<file path="src/rtl/trc_pkg.sv">
// trc_pkg: shared types, codes and constants of the throttle cruise ramp controller
// no dependencies; used by trc_ctrl, trc_dp and the top level
package trc_pkg;

  // level quantization
  localparam logic [3:0]  MAX_LEVEL  = 4'd10;
  localparam int          LEVEL_W    = 4;
  localparam int          ADC_W      = 10;
  localparam int          NUM_W      = 16;
  localparam logic [4:0]  LEVEL_MULT = 5'(2 * MAX_LEVEL);

  // dac
  localparam int          DAC_W      = 12;
  localparam logic [12:0] LEVEL_STEP = 13'd410;
  localparam logic [11:0] DAC_FULL   = 12'hfff;

  // port widths
  localparam int IN_DATA_W  = 48;
  localparam int IN_USER_W  = 2;
  localparam int OUT_DATA_W = 32;
  localparam int OUT_USER_W = 1;
  localparam int CFG_IDX_W  = 2;
  localparam int CFG_DATA_W = 16;

  // operation codes
  localparam logic [1:0] OP_SAMPLE = 2'd0;
  localparam logic [1:0] OP_BRAKE  = 2'd1;
  localparam logic [1:0] OP_RAMP   = 2'd2;

  // configuration register indexes
  localparam logic [1:0] CFG_SPAN     = 2'd0;
  localparam logic [1:0] CFG_HOLD     = 2'd1;
  localparam logic [1:0] CFG_STEP     = 2'd2;
  localparam logic [1:0] CFG_MIN_INIT = 2'd3;

  // configuration reset values
  localparam logic [9:0]  SPAN_RST = 10'd600;
  localparam logic [15:0] HOLD_RST = 16'd5000;
  localparam logic [11:0] STEP_RST = 12'd21;
  localparam logic [9:0]  MIN_RST  = 10'd0;

  // commands from the controller to the datapath
  typedef struct packed {
    logic load;
    logic step;
    logic commit;
  } ctrl_cmd_t;

  // status from the datapath to the controller
  typedef struct packed {
    logic div_done;
  } dp_status_t;

  // one result item
  typedef struct packed {
    logic [3:0]  display_level;
    logic        dac_write;
    logic [11:0] dac_value;
  } result_t;

  // dac target for an effective level
  function automatic logic [11:0] level_target(input logic [3:0] lvl);
    logic [12:0] t;
    t = LEVEL_STEP * 13'(lvl);
    if (lvl >= MAX_LEVEL) begin
      return DAC_FULL;
    end else if (t > 13'(DAC_FULL)) begin
      return DAC_FULL;
    end else begin
      return t[11:0];
    end
  endfunction

endpackage

</file>
<file path="src/rtl/throttle_cruise_ramp_controller.sv">
// throttle_cruise_ramp_controller: top level with output register
// depends on trc_pkg, trc_ctrl, trc_dp
// sequence: an item is loaded, passes the quantizer and done states, and commit
//   loads the free output register; only released-brake samples run the quantizer
// throughput: one item at a time, next item accepted in the cycle after commit;
//   the quantizer loop (one add and compare per step) sets the sample time
// reset: synchronous active-low rst_n restores default configuration and idle state
module throttle_cruise_ramp_controller (
  input  logic                           clk,
  input  logic                           rst_n,
  // input channel
  input  logic                           in_tvalid,
  output logic                           in_tready,
  input  logic [trc_pkg::IN_DATA_W-1:0]  in_tdata,   // adc_sample, brake_pin_high, now_ms
  input  logic [trc_pkg::IN_USER_W-1:0]  in_tuser,   // operation
  // result channel
  output logic                           out_tvalid,
  input  logic                           out_tready,
  output logic [trc_pkg::OUT_DATA_W-1:0] out_tdata,  // display_level, dac_value,
                                                     // dac_byte_high, dac_byte_low
  output logic [trc_pkg::OUT_USER_W-1:0] out_tuser,  // dac_write
  // configuration write channel
  input  logic                           cfg_valid,
  output logic                           cfg_ready,
  input  logic [trc_pkg::CFG_IDX_W-1:0]  cfg_index,
  input  logic [trc_pkg::CFG_DATA_W-1:0] cfg_data
);
  import trc_pkg::*;

  ctrl_cmd_t  cmd;
  dp_status_t status;
  result_t    result;
  logic       out_free;

  logic                  out_tvalid_r;
  logic [OUT_DATA_W-1:0] out_tdata_r;
  logic [OUT_USER_W-1:0] out_tuser_r;

  assign cfg_ready = 1'b1;
  assign out_free  = !out_tvalid_r || out_tready;

  trc_ctrl u_ctrl (
    .clk      (clk),
    .rst_n    (rst_n),
    .in_valid (in_tvalid),
    .in_ready (in_tready),
    .out_free (out_free),
    .status   (status),
    .cmd      (cmd)
  );

  trc_dp u_dp (
    .clk       (clk),
    .rst_n     (rst_n),
    .cmd       (cmd),
    .status    (status),
    .in_data   (in_tdata),
    .in_user   (in_tuser),
    .cfg_we    (cfg_valid),
    .cfg_idx   (cfg_index),
    .cfg_wdata (cfg_data),
    .result    (result)
  );

  // output register, loaded at commit
  always_ff @(posedge clk) begin
    if (!rst_n) begin
      out_tvalid_r <= 1'b0;
    end else if (cmd.commit) begin
      out_tvalid_r <= 1'b1;
    end else if (out_tready) begin
      out_tvalid_r <= 1'b0;
    end
  end

  always_ff @(posedge clk) begin
    if (cmd.commit) begin
      out_tdata_r <= {result.dac_value[3:0], 4'd0,
                      result.dac_value[11:4],
                      result.dac_value,
                      result.display_level};
      out_tuser_r <= result.dac_write;
    end
  end

  assign out_tvalid = out_tvalid_r;
  assign out_tdata  = out_tdata_r;
  assign out_tuser  = out_tuser_r;

endmodule

</file>
<file path="src/rtl/trc_ctrl.sv">
// trc_ctrl: sequencer of one item: load, quantizer steps, commit
// depends on trc_pkg
module trc_ctrl (
  input  logic                clk,
  input  logic                rst_n,
  input  logic                in_valid,
  output logic                in_ready,
  input  logic                out_free,
  input  trc_pkg::dp_status_t status,
  output trc_pkg::ctrl_cmd_t  cmd
);
  import trc_pkg::*;

  typedef enum logic [2:0] {
    ST_IDLE = 3'b001,
    ST_DIV  = 3'b010,
    ST_DONE = 3'b100
  } ctrl_state_t;

  ctrl_state_t state_r, state_nxt;

  // next state and commands
  always_comb begin
    state_nxt  = state_r;
    cmd        = '0;
    in_ready   = 1'b0;
    case (state_r)
      ST_IDLE: begin
        in_ready = 1'b1;
        if (in_valid) begin
          cmd.load  = 1'b1;
          state_nxt = ST_DIV;
        end
      end
      ST_DIV: begin
        if (status.div_done) begin
          state_nxt = ST_DONE;
        end else begin
          cmd.step = 1'b1;
        end
      end
      ST_DONE: begin
        if (out_free) begin
          cmd.commit = 1'b1;
          state_nxt  = ST_IDLE;
        end
      end
      default: begin
        state_nxt = ST_IDLE;
      end
    endcase
  end

  // state register
  always_ff @(posedge clk) begin
    if (!rst_n) begin
      state_r <= ST_IDLE;
    end else begin
      state_r <= state_nxt;
    end
  end

endmodule

</file>
<file path="src/rtl/trc_dp.sv">
// trc_dp: configuration and state registers, iterative level quantizer,
// cruise latch, target lookup and output ramp; depends on trc_pkg
module trc_dp (
  input  logic                          clk,
  input  logic                          rst_n,
  input  trc_pkg::ctrl_cmd_t            cmd,
  output trc_pkg::dp_status_t           status,
  input  logic [trc_pkg::IN_DATA_W-1:0] in_data,
  input  logic [trc_pkg::IN_USER_W-1:0] in_user,
  input  logic                          cfg_we,
  input  logic [trc_pkg::CFG_IDX_W-1:0] cfg_idx,
  input  logic [trc_pkg::CFG_DATA_W-1:0] cfg_wdata,
  output trc_pkg::result_t              result
);
  import trc_pkg::*;

  // configuration
  logic [9:0]  span_r;
  logic [15:0] hold_r;
  logic [11:0] step_r;

  // block state
  logic        brake_released_r, brake_released_nxt;
  logic [9:0]  sensor_min_r;
  logic [3:0]  throttle_level_r, throttle_level_nxt;
  logic [3:0]  cruise_level_r, cruise_level_nxt;
  logic [31:0] cruise_deadline_r, cruise_deadline_nxt;
  logic [11:0] target_r, target_nxt;
  logic [11:0] actual_r, actual_nxt;
  logic        wrote;

  // captured item
  logic [1:0]  op_r;
  logic        pin_r;
  logic [31:0] now_r;
  logic [9:0]  d_r;

  // quantizer
  logic [NUM_W-1:0] num_r, acc_r, acc_try, den;
  logic [3:0]       cnt_r;
  logic             run_r;

  // input field unpacking
  logic [9:0] in_sample;
  logic       take;
  logic [9:0] min_new;
  logic [9:0] d_new;

  assign in_sample = in_data[9:0];
  assign take      = (in_user == OP_SAMPLE) && brake_released_r;
  assign min_new   = (take && (in_sample < sensor_min_r)) ? in_sample : sensor_min_r;
  assign d_new     = in_sample - min_new;

  assign den     = NUM_W'({span_r, 1'b0});
  assign acc_try = acc_r + den;
  assign status.div_done = !run_r;

  // configuration registers and tracked minimum
  always_ff @(posedge clk) begin
    if (!rst_n) begin
      span_r       <= SPAN_RST;
      hold_r       <= HOLD_RST;
      step_r       <= STEP_RST;
      sensor_min_r <= MIN_RST;
    end else if (cfg_we) begin
      case (cfg_idx)
        CFG_SPAN:     span_r <= cfg_wdata[9:0];
        CFG_HOLD:     hold_r <= cfg_wdata;
        CFG_STEP:     step_r <= cfg_wdata[11:0];
        CFG_MIN_INIT: begin
          sensor_min_r <= cfg_wdata[9:0];
        end
        default: begin
        end
      endcase
    end else if (cmd.load) begin
      sensor_min_r <= min_new;
    end
  end

  // item capture and repeated-add quantizer, capped at the top level
  always_ff @(posedge clk) begin
    if (!rst_n) begin
      run_r <= 1'b0;
    end else if (cmd.load) begin
      run_r <= take;
    end else if (cmd.step && run_r) begin
      if ((cnt_r == MAX_LEVEL) || (acc_try > num_r)) begin
        run_r <= 1'b0;
      end
    end
  end

  always_ff @(posedge clk) begin
    if (cmd.load) begin
      op_r  <= in_user;
      pin_r <= in_data[10];
      now_r <= in_data[42:11];
      d_r   <= d_new;
      num_r <= NUM_W'(d_new) * NUM_W'(LEVEL_MULT) + NUM_W'(span_r);
      acc_r <= '0;
      cnt_r <= '0;
    end else if (cmd.step && run_r && (cnt_r != MAX_LEVEL) && (acc_try <= num_r)) begin
      acc_r <= acc_try;
      cnt_r <= cnt_r + 4'd1;
    end
  end

  // item effect on state
  logic [3:0]  lvl;
  logic [3:0]  eff_level;
  logic [12:0] ramp_sum;

  assign lvl      = (span_r == '0) ? ((d_r != '0) ? MAX_LEVEL : 4'd0) : cnt_r;
  assign ramp_sum = 13'(actual_r) + 13'(step_r);

  always_comb begin
    brake_released_nxt  = brake_released_r;
    throttle_level_nxt  = throttle_level_r;
    cruise_level_nxt    = cruise_level_r;
    cruise_deadline_nxt = cruise_deadline_r;
    target_nxt          = target_r;
    actual_nxt          = actual_r;
    wrote               = 1'b0;
    eff_level           = '0;
    case (op_r)
      OP_SAMPLE: begin
        if (brake_released_r) begin
          if (lvl == throttle_level_r) begin
            if ((cruise_level_r < throttle_level_r) && (cruise_deadline_r < now_r)) begin
              cruise_level_nxt = throttle_level_r;
            end
          end else begin
            if (lvl > throttle_level_r) begin
              cruise_level_nxt    = '0;
              cruise_deadline_nxt = now_r + 32'(hold_r);
            end
            throttle_level_nxt = lvl;
          end
        end
        eff_level  = (cruise_level_nxt != '0) ? cruise_level_nxt : throttle_level_nxt;
        target_nxt = level_target(eff_level);
      end
      OP_BRAKE: begin
        brake_released_nxt = pin_r;
        if (!pin_r) begin
          cruise_level_nxt   = '0;
          throttle_level_nxt = '0;
        end
      end
      OP_RAMP: begin
        if (actual_r != target_r) begin
          if (actual_r > target_r) begin
            actual_nxt = target_r;
          end else if (ramp_sum > 13'(DAC_FULL)) begin
            actual_nxt = DAC_FULL;
          end else begin
            actual_nxt = ramp_sum[11:0];
          end
          wrote = 1'b1;
        end
      end
      default: begin
      end
    endcase
  end

  // state registers, updated at commit
  always_ff @(posedge clk) begin
    if (!rst_n) begin
      brake_released_r  <= 1'b1;
      throttle_level_r  <= '0;
      cruise_level_r    <= '0;
      cruise_deadline_r <= '0;
      target_r          <= '0;
      actual_r          <= '0;
    end else if (cmd.commit) begin
      brake_released_r  <= brake_released_nxt;
      throttle_level_r  <= throttle_level_nxt;
      cruise_level_r    <= cruise_level_nxt;
      cruise_deadline_r <= cruise_deadline_nxt;
      target_r          <= target_nxt;
      actual_r          <= actual_nxt;
    end
  end

  // result seen after the item
  assign result.display_level = (cruise_level_nxt != '0) ? cruise_level_nxt : throttle_level_nxt;
  assign result.dac_write     = wrote;
  assign result.dac_value     = actual_nxt;

endmodule
</file>
<file path="config.mk">
export PLATFORM = sky130hd
export DESIGN_NAME = throttle_cruise_ramp_controller
export DESIGN_NICKNAME = d
export VERILOG_FILES = /design/src/rtl/trc_pkg.sv /design/src/rtl/throttle_cruise_ramp_controller.sv /design/src/rtl/trc_ctrl.sv /design/src/rtl/trc_dp.sv
export SDC_FILE = /design/constraint.sdc
export NUM_CORES = 1
export LEC_CHECK = 0
export ABC_AREA = 1
export BUFFER_PORTS_ARGS = -buffer_cell sky130_fd_sc_hd__buf_2
export CAP_MARGIN = 20
export CORE_ASPECT_RATIO = 0.5
export CORE_MARGIN = 2
export CORE_UTILIZATION = 50
export CTS_BUF_LIST = sky130_fd_sc_hd__clkbuf_4 sky130_fd_sc_hd__clkbuf_8 sky130_fd_sc_hd__clkbuf_16
export CTS_CLUSTER_SIZE = 25
export DETAILED_ROUTE_END_ITERATION = 16
export GPL_TIMING_DRIVEN = 0
export HOLD_SLACK_MARGIN = 0.1
export PLACE_DENSITY_LB_ADDON = 0.08
export SYNTH_ARGS = -nofsm -noshare
export SYNTH_HDL_FRONTEND = slang
export SYNTH_HIERARCHICAL = 1
export SYNTH_SLANG_ARGS = --single-unit
export TNS_END_PERCENT = 10
</file>
<file path="constraint.sdc">
create_clock -name clk -period 5.9 [get_ports clk]
set_clock_uncertainty 0.15 [all_clocks]
set_input_delay 0.59 -clock clk [delete_from_list [all_inputs] [get_ports clk]]
set_output_delay 0.59 -clock clk [all_outputs]
set_load 0.1 [all_outputs]
</file>
Word-level counts from Yosys, hierarchy flattened
Index checks and enable logic that the tools add are counted.
- register bits after elaboration: 228
- output and inout bits: 36
- word-level logic and storage cells: 129
- $add $sub $neg: 6
- multiply operators: 2
- $lt $le $gt $ge: 10
- equal/unequal tests: 16
- multiplexer cells: 43
- bitwise logic cells: 1
- reductions and logical operators: 29
- operators with widths (cell ; count):
    $mux 12 ; 6
    $mux 4 ; 14
    $mux 10 ; 4
    $add 32x16->32 ; 1
    $lt 32x32->1 ; 1
    $gt 13x12->1 const B ; 2
    $add 15x10->16 ; 1
    $add 16x11->16 ; 1
    $gt 16x16->1 ; 1
    $le 16x16->1 ; 1
    $pmux 4 s2 ; 2
    $reduce_and 2->1 ; 7
    $add 12x12->13 ; 1
    $mul 10x3->13 const B ; 1
    $mux 1 ; 13
    $gt 12x12->1 ; 1
    $mul 8x4->12 const A ; 1
    $ne 12x12->1 ; 1
    $logic_not 10->1 ; 1
    $lt 10x10->1 ; 1
    $reduce_bool 10->1 ; 1
    $sub 10x10->10 ; 1
    $mux 3 ; 3
    $pmux 3 s3 ; 1
    other kinds (23) ; 40

Depth between registers and ports, before layout
- depth after elaboration: 14
- mapped depth: 37
- mapped depth without buffers: 35

Cells and area by module
The synthesis kept the hierarchy.
- modules (own cells, without submodules) (module ; times used ; cells an instance ; area each (µm²) ; seq. area each (µm²)):
    trc_dp ; 1 ; 1684 ; 13070.0 ; 4494.3
    throttle_cruise_ramp_controller ; 1 ; 42 ; 691.9 ; 530.5
    trc_ctrl ; 1 ; 30 ; 206.4 ; 60.1

Worst setup path before layout
OpenSTA, ideal clock, no wires.
- path kind: input to register
- from: input in_tdata[9] (netlist bit)
- to: register u_dp.num_r[13] (data pin)
- library setup time: 0.252 ns
- arrival: 5.228 ns
- data required time: 5.498 ns
- slack: 0.270 ns
- stages: 29
- path buffers: 2
- cell sequence: ha_1 > a21oi_1 > o21ai_0 > a21oi_1 > nand3_2 > buf_6 > clkbuf_1 > o21ai_0 > ha_1 > inv_1 > fa_1 > a21oi_1 > a21boi_0 > xor2_1 > ha_1 > fa_1 > ha_1 > inv_1 > o21bai_1 > a21oi_1 > o21bai_1 > nand2_1 > a21oi_1 > inv_1 > nor2_1 > inv_1 > nor2_1 > nand3b_1 > nand2_1
- word-level cells in the longest chain between the ends: 6
- ends and longest elaborated chain (element ; line ; RTL):
    start: declaration ; throttle_cruise_ramp_controller.sv:14 ; input logic [trc_pkg::IN_DATA_W-1:0] in_tdata,
    $lt 10x10->1 ; trc_dp.sv:51 ; assign min_new = (take && (in_sample < sensor_min_r)) ? in_sample : sensor_min_r;
    $logic_and 1x1->1 ; trc_dp.sv:51 ;
    $mux 10 ; trc_dp.sv:51 ;
    $sub 10x10->10 ; trc_dp.sv:52 ; assign d_new = in_sample - min_new;
    named net u_dp.d_new[4] ; trc_dp.sv:47 ; logic [9:0] d_new;
    $mul 10x3->13 ; trc_dp.sv:100 ; num_r <= NUM_W'(d_new) * NUM_W'(LEVEL_MULT) + NUM_W'(span_r);
    $add 15x10->16 ; trc_dp.sv:100 ;
    end signal: assignment ; trc_dp.sv:100 ;
    end: declaration ; trc_dp.sv:39 ; logic [NUM_W-1:0] num_r, acc_r, acc_try, den;
The timed path passes the listed nets, and every way through them passes these cells.
A chain may end at the register's enable or synchronous reset.

Worst setup path in the final report
- from: register u_dp.sensor_min_r[9]
- to: register u_dp.num_r[12] (data pin)
- word-level cells in the longest chain between the ends: 6
- ends and longest elaborated chain (element ; line ; RTL):
    start: declaration ; trc_dp.sv:24 ; logic [9:0] sensor_min_r;
    start signal: assignment ; trc_dp.sv:71 ; sensor_min_r <= cfg_wdata[9:0];
    start signal: assignment ; trc_dp.sv:77 ; sensor_min_r <= min_new;
    $lt 10x10->1 ; trc_dp.sv:51 ;
    $logic_and 1x1->1 ; trc_dp.sv:51 ;
    $mux 10 ; trc_dp.sv:51 ;
    $sub 10x10->10 ; trc_dp.sv:52 ;
    named net u_dp.d_new[3] ; trc_dp.sv:47 ;
    $mul 10x3->13 ; trc_dp.sv:100 ;
    $add 15x10->16 ; trc_dp.sv:100 ;
The timed path passes the listed nets, and every way through them passes these cells.

==> results.sh <==
export IMPL_syn_to_final_growth_pct=18.0
export IMPL_drv_slew=0
export IMPL_slew_headroom_pct=33.3
export IMPL_num_vias=12000
export IMPL_cp_required_ns=6.02
export IMPL_grt_start_max_net_pins=68
export IMPL_rows=43
export IMPL_wl_mm=35.6
export IMPL_io_buffer_count=98
export IMPL_insertedDiodeCount=0
export IMPL_ant_nets=0
export IMPL_setup_viol=0
export IMPL_syn_avg_cell_area_um2=7.95
export IMPL_fin_crit_ns=5.68
export IMPL_die_w_um=240
export IMPL_grt_antenna_before_repair=0
export IMPL_cts_root_buf="clkbuf_16"
export IMPL_first_global_vias=11200
export IMPL_synth_cells=1756
export IMPL_core_um2=27600
export IMPL_critPathMaxFanout=10
export IMPL_netlist_area_leader_share_pct=19.6
export IMPL_rr_startpoint="u_dp/sensor_min_r[9]"
export IMPL_status="completed"
export IMPL_ys_seq_elements=215
export IMPL_synthMostInstantiatedCell="inv_1"
export IMPL_r2r_end="u_dp/num_r[12]"
export IMPL_min_from="cfg_data[12]"
export IMPL_fin_crit_sh_pct=96.2
export IMPL_cts_tree="yes"
export IMPL_vdd_ir_drop_max_mv=0.225
export IMPL_ff2ff_setup_slack_ns=0.22
export IMPL_fillers=2567
export IMPL_startpoint_type="register"
export IMPL_dp_hpwl_mm=26.8
export IMPL_drt_pass1_iter_count=5
export IMPL_ys_types=68
export IMPL_end_kind="register"
export IMPL_ys_flop_type="dfxtp_1"
export IMPL_critPathMaxStageDelay_ns=0.41
export IMPL_worstPathArrival_ns=5.79
export IMPL_tns_ns=0
export IMPL_globalplace_congestion=0.915
export IMPL_hold_violations=0
export IMPL_clkLatencyLatePin_ns=0.53
export IMPL_synthTopCellsByArea="dfxtp_1 (20%), edfxtp_1 (17%), ha_1 (15%)"
export IMPL_worst_r2r_cell_count=27
export IMPL_power_density_nw_per_um2=322
export IMPL_ys_warn_count=6
export IMPL_drt_iter0_markers=909
export IMPL_wire_per_inst_um=15.3
export IMPL_yosysSeqAreaShare_pct=36.4
export IMPL_worst_path_buf_inv=4
export IMPL_io_pins=109
export IMPL_grt_use_total_pct=24.5
export IMPL_place_inst=2241
export IMPL_fmax_mhz=176
export IMPL_drcViolationCount=0
export IMPL_grt_pass1_wl_mm=56.6
export IMPL_start_util_pct=50.6
export IMPL_clockBufferDepth=3
export IMPL_grt_ovfl_total=0
export IMPL_clkTransAtPathRegs_ns=0.07
export IMPL_synthTopCellsByCount="inv_1 (254), nand2_1 (246), nor2_1 (173), ha_1 (162), a21oi_1 (158)"
export IMPL_postSynth_asyncResetShare_pct=0
export IMPL_cts_buffers_inserted=22
export IMPL_leakage_nw=8.00
export IMPL_holdPathEnd="u_dp/hold_r[12]"
export IMPL_cpMaxStageDelayCell="fa_1"
export IMPL_fin_cells=2329
export IMPL_yosysTopAreaCell="dfxtp_1"
export IMPL_post_drt_via_cell_ratio=5.17
export IMPL_hold_path_class="input port to register"
export IMPL_drive_above_1_share_pct=15.4
export IMPL_holdPathStages=3
export IMPL_die_h_um=122
export IMPL_cts_sinks=215
export IMPL_path_class="register to register"
export IMPL_multi_input_area_um2=7900
export IMPL_h_tree_depth=1
export IMPL_syn_area_um2=14000
export IMPL_max_cap_violations=0
export IMPL_regArea_um2=5090
export IMPL_crit_top_cell="ha_1"
export IMPL_cp_top_family="adder cells"
export IMPL_synth_edf_count=78
export IMPL_die_area_um2=29400
export IMPL_layout_nets=2173
export IMPL_tightest_slew_ns=1.00
## layout by cell type (no fill, tap or decap), types with 4 or more instances in the layout
| master | instances |
|---|---|
| inv_2 | 12 |
| nor3_1 | 16 |
| o21ai_2 | 9 |
| a21oi_1 | 151 |
| a21oi_2 | 19 |
| ha_1 | 150 |
| inv_1 | 250 |
| buf_4 | 35 |
| a31oi_1 | 5 |
| edfxtp_1 | 78 |
| nand2_2 | 16 |
| nand3_1 | 61 |
| fa_1 | 5 |
| nor2_1 | 170 |
| conb_1 | 6 |
| nand2_1 | 243 |
| nand3_2 | 7 |
| nor4_1 | 10 |
| nor2_2 | 14 |
| buf_2 | 100 |
| dfxtp_1 | 136 |
| o221ai_1 | 8 |
| clkbuf_16 | 23 |
| ha_4 | 9 |
| o22ai_1 | 4 |
| dlygate4sd3_1 | 33 |
| nand4_1 | 8 |
| clkbuf_1 | 32 |
| xnor2_1 | 7 |
| o21ai_1 | 18 |
| o21ai_0 | 138 |
| clkbuf_4 | 9 |
| o211ai_1 | 28 |
| o21bai_1 | 5 |
| xor2_1 | 52 |
## sequential cells by signal, summed over array words and instances (netlist names), 3 cells and up
signal and count:
u_dp/num_r 16, u_dp/now_r 32, u_dp/acc_r 15, u_dp/span_r 10
out_tdata 16, u_dp/sensor_min_r 10, u_dp/hold_r 16, u_dp/actual_r 12
u_dp/cruise_level_r 4, u_ctrl/state_r 3, u_dp/throttle_level_r 4, u_dp/cnt_r 4
u_dp/d_r 10, u_dp/step_r 12, u_dp/target_r 12, u_dp/cruise_deadline_r 32
## routing by layer
metal  GRT usage, %  share of wire [%]  vias to the layer above
li1               -                  -                     6225
met4           5.32                1.9                        0
met5              0                  0                        -
met1           36.1                 50                     5467
met3           3.63                5.4                       51
met2           37.8                 42                      300
## tightest hold or removal path: stages
cell and delay (ns):
buf_2 0.08, nand2_1 0.04, nand3_1 0.07
## worst max-delay path by stage
stage,start,endpoint,slack [ns],depth (start not counted)
after global placement,out_tready,u_dp/cruise_deadline_r[26],-1.26,13
final,u_dp/sensor_min_r[9],u_dp/num_r[12],0.22,27
after global routing,u_dp/d_r[6],u_dp/target_r[9],-0.09,34
after CTS,u_dp/d_r[5],u_dp/target_r[6],0.002,34
after floorplan,in_tdata[9],u_dp/num_r[13],0.27,29
after detailed placement,u_dp/d_r[5],u_dp/target_r[7],-0.64,32
## repair_timing
action,CTS,global route
hold buffers,33,0
hold endpoints to repair,33,0
gates cloned,0,1
resized for setup,18,46
pin swaps,6,21
endpoints found under the setup margin,15,17
buffers inserted,4,10
## cells by family (layout without fill, tap and decap cells)
logic type | count (synthesis) | after routing | synth area share (%)
simple gates | 573 | 574 | 18.1
flops | 215 | 215 | 36.4
fa+ha+maj | 169 | 169 | 15.5
xor+xnor | 60 | 60 | 3.76
compound gates | 413 | 413 | 16.9
other cells | 3 | 6 | 0.0806
buf+inv | 323 | 510 | 9.25
## per-stage QoR
step	cell area [µm²]	hold slack [ns]	util, %	power, mW	worst slack, ns
3_3_place_gp	14900	0.302	54.2	3.52	-1.26
3_5_place_dp	15000	0.300	54.2	3.54	-0.637
4_1_cts	16200	0.118	58.7	5.13	0.00218
6_report	16500	0.131	59.7	5.31	0.222
2_1_floorplan	14000	0.279	-	3.16	0.270
5_1_grt	16500	0.124	59.7	5.67	-0.0933
## power by group
part | leakage [nW] | total [mW] | switching, mW | internal [mW]
Combinational | 5.76 | 1.99 | 1.20 | 0.790
Clock | 0.390 | 1.52 | 0.602 | 0.916
Sequential | 1.86 | 1.80 | 0.0685 | 1.73
Total | 8.00 | 5.31 | 1.87 | 3.43
## layout make-up
class                   count  area share, %
multi-input cells        1222           47.9
flip-flops and latches    215           30.9
inverters                 266           6.07
repair buffers            147           5.71
clock buffers              34           4.07
well taps                 382           2.90
plain buffers              57           1.79
clock inverters             6          0.653
Power figures use the tool's default switching activity.
